File: config.mk
export PLATFORM = sky130hd
export DESIGN_NAME = hdsr_bcd
export DESIGN_NICKNAME = d
export VERILOG_FILES = /design/src/hdl/hdsr_pkg.sv /design/src/hdl/hdsr_bcd.sv
export SDC_FILE = /design/constraint.sdc
export NUM_CORES = 2
export LEC_CHECK = 0
export BUFFER_PORTS_ARGS = -buffer_cell sky130_fd_sc_hd__buf_2
export CORE_ASPECT_RATIO = 2
export CORE_MARGIN = 5
export CORE_UTILIZATION = 49
export CTS_CLUSTER_SIZE = 8
export DETAILED_ROUTE_END_ITERATION = 16
export GPL_TIMING_DRIVEN = 0
export PLACE_DENSITY_LB_ADDON = 0.15
export RECOVER_POWER = 25
export SLEW_MARGIN = 0
export SYNTH_ARGS = -nofsm -noshare
export SYNTH_HDL_FRONTEND = slang
export SYNTH_SLANG_ARGS = --single-unit
File: constraint.sdc
create_clock -name clk -period 18 [get_ports clk]
set_input_delay 3.6 -clock clk [delete_from_list [all_inputs] [get_ports clk]]
set_output_delay 3.6 -clock clk [all_outputs]
set_load 0.01 [all_outputs]
File: src/hdl/hdsr_pkg.sv
// ---------------------------------------------------------------------------
// hdsr_pkg: shared types, constants and step functions
// Widths, powers of ten and the per-stage arithmetic steps used by the
// digest-to-decimal-string reduction pipeline.
// ---------------------------------------------------------------------------
`default_nettype none

package hdsr_pkg;

  localparam int MAX_DIGITS  = 12;
  localparam int WORD_W      = 64;
  localparam int IDX_W       = 32;
  localparam int VAL_W       = 40;
  localparam int LEN_W       = 4;
  localparam int BCD_W       = 4 * MAX_DIGITS;
  localparam int DBL_W       = BCD_W + VAL_W;
  localparam int BITS_PER_ST = 8;
  localparam int MOD_STAGES  = WORD_W / BITS_PER_ST;
  localparam int BCD_STAGES  = VAL_W / BITS_PER_ST;

  // Data carried alongside an item through a pipelined unit
  typedef struct packed {
    logic [WORD_W-1:0] low;
    logic [LEN_W-1:0]  len;
  } hdsr_side_t;

  function automatic logic [VAL_W-1:0] pow_ten(input logic [LEN_W-1:0] k);
    logic [VAL_W-1:0] p;
    case (k)
      4'd0:    p = 40'd1;
      4'd1:    p = 40'd10;
      4'd2:    p = 40'd100;
      4'd3:    p = 40'd1000;
      4'd4:    p = 40'd10000;
      4'd5:    p = 40'd100000;
      4'd6:    p = 40'd1000000;
      4'd7:    p = 40'd10000000;
      4'd8:    p = 40'd100000000;
      4'd9:    p = 40'd1000000000;
      4'd10:   p = 40'd10000000000;
      4'd11:   p = 40'd100000000000;
      4'd12:   p = 40'd1000000000000;
      default: p = 40'd1000000000000;
    endcase
    return p;
  endfunction

  // Eight restoring long-division steps: fold in one byte of dividend
  function automatic logic [VAL_W-1:0] mod_step8(input logic [VAL_W-1:0] rem,
                                                 input logic [BITS_PER_ST-1:0] bits,
                                                 input logic [VAL_W-1:0] m);
    logic [VAL_W:0]   t;
    logic [VAL_W-1:0] r;
    r = rem;
    for (int i = BITS_PER_ST - 1; i >= 0; i--) begin
      t = {r, bits[i]};
      if (t >= {1'b0, m}) begin
        t = t - {1'b0, m};
      end
      r = t[VAL_W-1:0];
    end
    return r;
  endfunction

  // Eight double-dabble steps over {bcd, binary}
  function automatic logic [DBL_W-1:0] dabble_step8(input logic [DBL_W-1:0] s);
    logic [DBL_W-1:0] t;
    t = s;
    for (int i = 0; i < BITS_PER_ST; i++) begin
      for (int d = 0; d < MAX_DIGITS; d++) begin
        if (t[VAL_W + 4*d +: 4] >= 4'd5) begin
          t[VAL_W + 4*d +: 4] = t[VAL_W + 4*d +: 4] + 4'd3;
        end
      end
      t = t << 1;
    end
    return t;
  endfunction

endpackage

`default_nettype wire

File: src/hdl/hdsr_bcd.sv
// ---------------------------------------------------------------------------
// hdsr_bcd: pipelined binary to BCD converter
// Double dabble over the 40-bit value, eight bits per stage.
// ---------------------------------------------------------------------------
`default_nettype none

module hdsr_bcd (
  input  wire logic                           clk,
  input  wire logic                           rst_n,
  input  wire logic                           in_valid,
  output logic                                in_stall,
  input  wire logic [hdsr_pkg::VAL_W-1:0]     in_value,
  input  wire hdsr_pkg::hdsr_side_t           in_side,
  output logic                                out_valid,
  input  wire logic                           out_stall,
  output logic [hdsr_pkg::BCD_W-1:0]          out_bcd,
  output hdsr_pkg::hdsr_side_t                out_side
);
  import hdsr_pkg::*;

  localparam int NS = BCD_STAGES;

  logic [NS-1:0]    v_r;
  logic [NS-1:0]    rdy;
  logic [DBL_W-1:0] st_r   [NS];
  hdsr_side_t       side_r [NS];

  logic [DBL_W-1:0] st_nxt   [NS];
  hdsr_side_t       side_nxt [NS];
  logic [NS-1:0]    v_nxt;

  always_comb begin
    rdy[NS-1] = !v_r[NS-1] || !out_stall;
    for (int s = NS - 2; s >= 0; s--) begin
      rdy[s] = !v_r[s] || rdy[s+1];
    end
  end

  always_comb begin
    v_nxt[0]    = in_valid;
    st_nxt[0]   = dabble_step8({{BCD_W{1'b0}}, in_value});
    side_nxt[0] = in_side;
    for (int s = 1; s < NS; s++) begin
      v_nxt[s]    = v_r[s-1];
      st_nxt[s]   = dabble_step8(st_r[s-1]);
      side_nxt[s] = side_r[s-1];
    end
  end

  always_ff @(posedge clk) begin
    if (!rst_n) begin
      v_r <= '0;
    end else begin
      for (int s = 0; s < NS; s++) begin
        if (rdy[s]) begin
          v_r[s] <= v_nxt[s];
        end
      end
    end
  end

  always_ff @(posedge clk) begin
    for (int s = 0; s < NS; s++) begin
      if (rdy[s]) begin
        st_r[s]   <= st_nxt[s];
        side_r[s] <= side_nxt[s];
      end
    end
  end

  assign in_stall  = !rdy[0];
  assign out_valid = v_r[NS-1];
  assign out_bcd   = st_r[NS-1][DBL_W-1 -: BCD_W];
  assign out_side  = side_r[NS-1];

endmodule

`default_nettype wire

; Word-level counts from Yosys, hierarchy flattened
; Memory sizes are Yosys's and may differ from the RTL's.
; Cells that the tools add are included.
[op_classes]
n_addsub = 412
order_cmp = 412
n_mux = 422
n_reduce_logical = 12
[ops]
columns = op, n
row1 = $ge A4 B3 Y1 const B, 405
row2 = $mux W4, 375
row3 = $add A4 B2 Y4 const B, 373
row4 = $mux W3, 37
row5 = $add A3 B2 Y3 const B, 32
row6 = $add A1 B2 Y3 const AB, 5
row7 = $ge A1 B3 Y1 const AB, 5
row8 = $mux W1, 10
row9 = $logic_not A1 Y1, 7
row10 = $add A1 B2 Y3 const B, 2
row11 = $ge A1 B3 Y1 const B, 2
row12 = $logic_or A1 B1 Y1, 5
[totals]
reg_bits = 5
mem_bits_rw = 740
input_bits = 112
out_inout_bits = 118
elab_cells = 1265
n_memories = 2
[mem_list]
columns = name, words, width, read_ports, rd_clocked_by_memory_dff, write_ports, line_no
row1 = st_r, 5, 80, 5, 0, 5, hdsr_bcd.sv:25  ; logic [DBL_W-1:0] st_r [NS];
row2 = side_r, 5, 68, 5, 0, 5, hdsr_bcd.sv:26  ; hdsr_side_t side_r [NS];

; Depth between registers and ports, before layout
; An unclocked memory read counts as a cell.
[logic_depth]
ltp_word = 17
depth_mapped = 38
ltp_nobuf = 37

; Worst setup path before layout
; OpenSTA, ideal clock, no wires.
[synth_path]
path_kind = input to output
from = input out_stall
to = output in_stall
t_arrival_ns = 7.248
required_ns = 14.400
path_slack_ns = 7.152
cell_stages = 4
path_buffers = 0
cell_sequence = and3_1 and2_1 nand3_1 inv_1
[synth_between]
elab_chain_len = 7
[synth_rtl]
columns = element, line_no
row1 = from (decl), hdsr_bcd.sv:15  ; input wire logic out_stall,
row2 = $logic_not A1 Y1, hdsr_bcd.sv:33  ; rdy[NS-1] = !v_r[NS-1] || !out_stall;
row3 = $logic_or A1 B1 Y1, hdsr_bcd.sv:33
row4 = $logic_or A1 B1 Y1 (4 in series), hdsr_bcd.sv:35  ; rdy[s] = !v_r[s] || rdy[s+1];
row5 = $logic_not A1 Y1, hdsr_bcd.sv:71  ; assign in_stall = !rdy[0];
row6 = to (decl), hdsr_bcd.sv:11  ; output logic in_stall,
; Every way passes these cells.

; Worst setup path in the final report
; Ends and elaborated chain as after synthesis.

==> flow_metrics.tcl <==
set metrics [dict create \
    drt-wirelength-per-cell_um 14.67 \
    grt_pass1_vias 39511 \
    ys_ff_latch 577 \
    cts_htree_levels 3 \
    cp.arrival_ns 5.49 \
    drive_gt1_share_pct 12.48 \
    layout_commonest_cell "edfxtp_1" \
    fp.dieH_um 450.8 \
    synth_enable_flop_cells 572 \
    final_cell_mix "edfxtp_1 (572), nand2_1 (459), nor2_1 (392), a21oi_1 (343), o21ai_0 (325)" \
    core_sq_um 96490 \
    stdcell_count 6845 \
    initial_core_util_pct 49.35 \
    finalClockSkew_ns 0.05863 \
    nets 5930 \
    dp_hpwl_mm 76.11 \
    rsz0062_at_grt "false" \
    gp_congestion 0.8539 \
    max_cap_viol_count 0 \
    multiInputGateArea_sq_um 28140 \
    synth_fp_nets 5611 \
    cp-start-kind "input port" \
    synth_flop_cell "edfxtp_1" \
    drt_iter0_markers 1604 \
    syn_area_per_cell_sq_um 9.026 \
    grt_max_degree 86 \
    cts_setup_buffers 0 \
    totalWireLength_mm 100.4 \
    hold_class "reg2reg" \
    cts.repair.resized 0 \
    die-area_sq_um 103900 \
    num_vias 40232 \
    ys_async_sr_fraction_pct 0 \
    final_antenna_net_count 0 \
    clk_pin_slew_worst_paths_ns 0.05 \
    cts_hold_buf 0 \
    cts.sinks 577 \
    period_share_pct 50.53 \
    setup_viol 0 \
    die-width_um 230.4 \
    hold_violations 0 \
    drc_errors 0 \
    fin_crit_ns 9.095 \
    dp.cells 6731 \
    netlist_area_sq_um 47610 \
    criticalPathCategory "in2out" \
    clockBufferDepth 3 \
    grt_usage_pct 18.74 \
    antenna_found_initial 8 \
    crit_start "out_stall" \
    hold_start "side_r[0][144]$_DFFE_PP_" \
    crit_path_max_fanout 50 \
    slew_violations 0 \
    syn_to_final_growth_pct 10.96 \
    fin_tns_setup_ns 0 \
    cp.required_ns 14.40 \
    nFillCells 8757 \
    ys_seq_area_share_pct 36.28 \
    worst_pin_slew_ns 1.168 \
    ff_latch_area_sq_um 17280 \
    ys_warn_count 0 \
    cts_tree "yes" \
    r2r-start "st_r[0][32]$_DFFE_PN_" \
    fmax_ghz 0.1100 \
    end_kind "output pin" \
    cts_buffers 83 \
    vias_per_cell 5.878 \
    slew_headroom_pct 20.15 \
    root_buffer "clkbuf_16" \
    grt_pass1_wl_mm 172.5 \
    drtPass1Iterations 6 \
    num_rows 161 \
    io_pins 230 \
    numPortBuffers 229 \
    yosysUniqueCellTypes 132 \
    status "finished, final reports clean" \
    clock_latency_ns 0.68 \
    gr-total-overflow 0 \
    syn_inst 5275 \
]
[state kept, by name (all words and copies together) (netlist names)]
name    flops
side_r    340
st_r      232
v_r         5
[per-stage QoR]
| stage | hold slack, ns | utilization, % | worst slack [ns] | cell area, sq um |
|---|---|---|---|---|
| 4_1_cts | 0.3713 | 54.74 | 8.873 | 52820 |
| 3_5_place_dp | 0.4045 | 52.30 | 8.900 | 50460 |
| 2_1_floorplan | 0.4003 | - | 7.152 | 47610 |
| 6_report | 0.3906 | 54.75 | 8.905 | 52830 |
| 3_3_place_gp | 0.4000 | 52.12 | 5.525 | 50290 |
| 5_1_grt | 0.3890 | 54.74 | 8.752 | 52820 |
[cells by family after synthesis]
kind of cell	share of synthesized area (%)
mux	5.873
compound gates	26.11
simple gates	17.60
xor+xnor	3.437
flops	36.28
fa+ha+maj	6.012
buf+inv	4.677
[Yosys cell counts, types with 26 or more instances]
library cell / number / share of area [%]
edfxtp_1: 572 / 36
nand2_1: 461 / 3.6
nor2_1: 392 / 3.1
a21oi_1: 343 / 3.6
o21ai_0: 325 / 3.4
inv_1: 323 / 2.5
ha_1: 224 / 5.9
mux2i_1: 169 / 3.6
nand3_1: 139 / 1.5
xnor2_1: 124 / 2.3
nor3_1: 115 / 1.2
nand2b_1: 114 / 1.5
a211oi_1: 112 / 1.8
clkbuf_1: 103 / 0.81
o211ai_1: 91 / 1.4
a21o_1: 90 / 1.4
mux2_2: 85 / 2.0
o21a_1: 80 / 1.3
o21ai_1: 79 / 0.83
nor2b_1: 74 / 0.97
a31oi_1: 73 / 0.96
or3_1: 71 / 0.93
and2_1: 69 / 0.91
o22ai_1: 65 / 0.85
and3_1: 60 / 0.79
buf_4: 51 / 0.80
or2_2: 45 / 0.59
a211o_1: 40 / 0.74
xor2_1: 33 / 0.61
o21bai_1: 32 / 0.50
a22oi_1: 30 / 0.47
buf_2: 26 / 0.27
o31ai_1: 26 / 0.41
[cell type report]
| type | count | area share [%] |
|---|---|---|
| clock buffer | 98 | 4.038 |
| multi-input combinational | 4166 | 53.26 |
| inverter | 347 | 2.489 |
| buffer | 185 | 1.745 |
| timing repair buffer | 234 | 2.430 |
| antenna | 5 | 0.02368 |
| sequential | 577 | 32.70 |
| clock inverter | 11 | 0.4215 |
| tap | 1222 | 2.894 |
[critical path, cell delays in order]
cell and delay (ns):
buf_2 0.12, and3_1 0.28, and2_1 0.40, nand3_4 0.67, inv_1 0.23, buf_2 0.17
[path summary, 6_finish.rpt]
| path | slack [ns] | to | depth (start not counted) |
|---|---|---|---|
| worst max-delay path | 8.91 | in_stall | 6 |
| worst min-delay path | 0.39 | side_r[0][212]$_DFFE_PP_ | 0 |
| worst max register to register | 9.79 | st_r[0][119]$_DFFE_PP_ | 34 |
| worst min register to register | 0.39 | side_r[0][212]$_DFFE_PP_ | 0 |
[routing by layer]
layer  wire (um)  global-route usage, %  part of all wire [%]  vias up
li1            -                      -                     -    20590
met1       37290                  18.19                    37    18834
met2       56380                  38.78                    56      583
met3        4000                  3.425                   4.0      219
met4        2682                  6.048                   2.7        6
met5          46                      0                 0.046        -
Power is not shown: default switching activity piles up to over one toggle a cycle in this logic, so the estimate is an artifact.
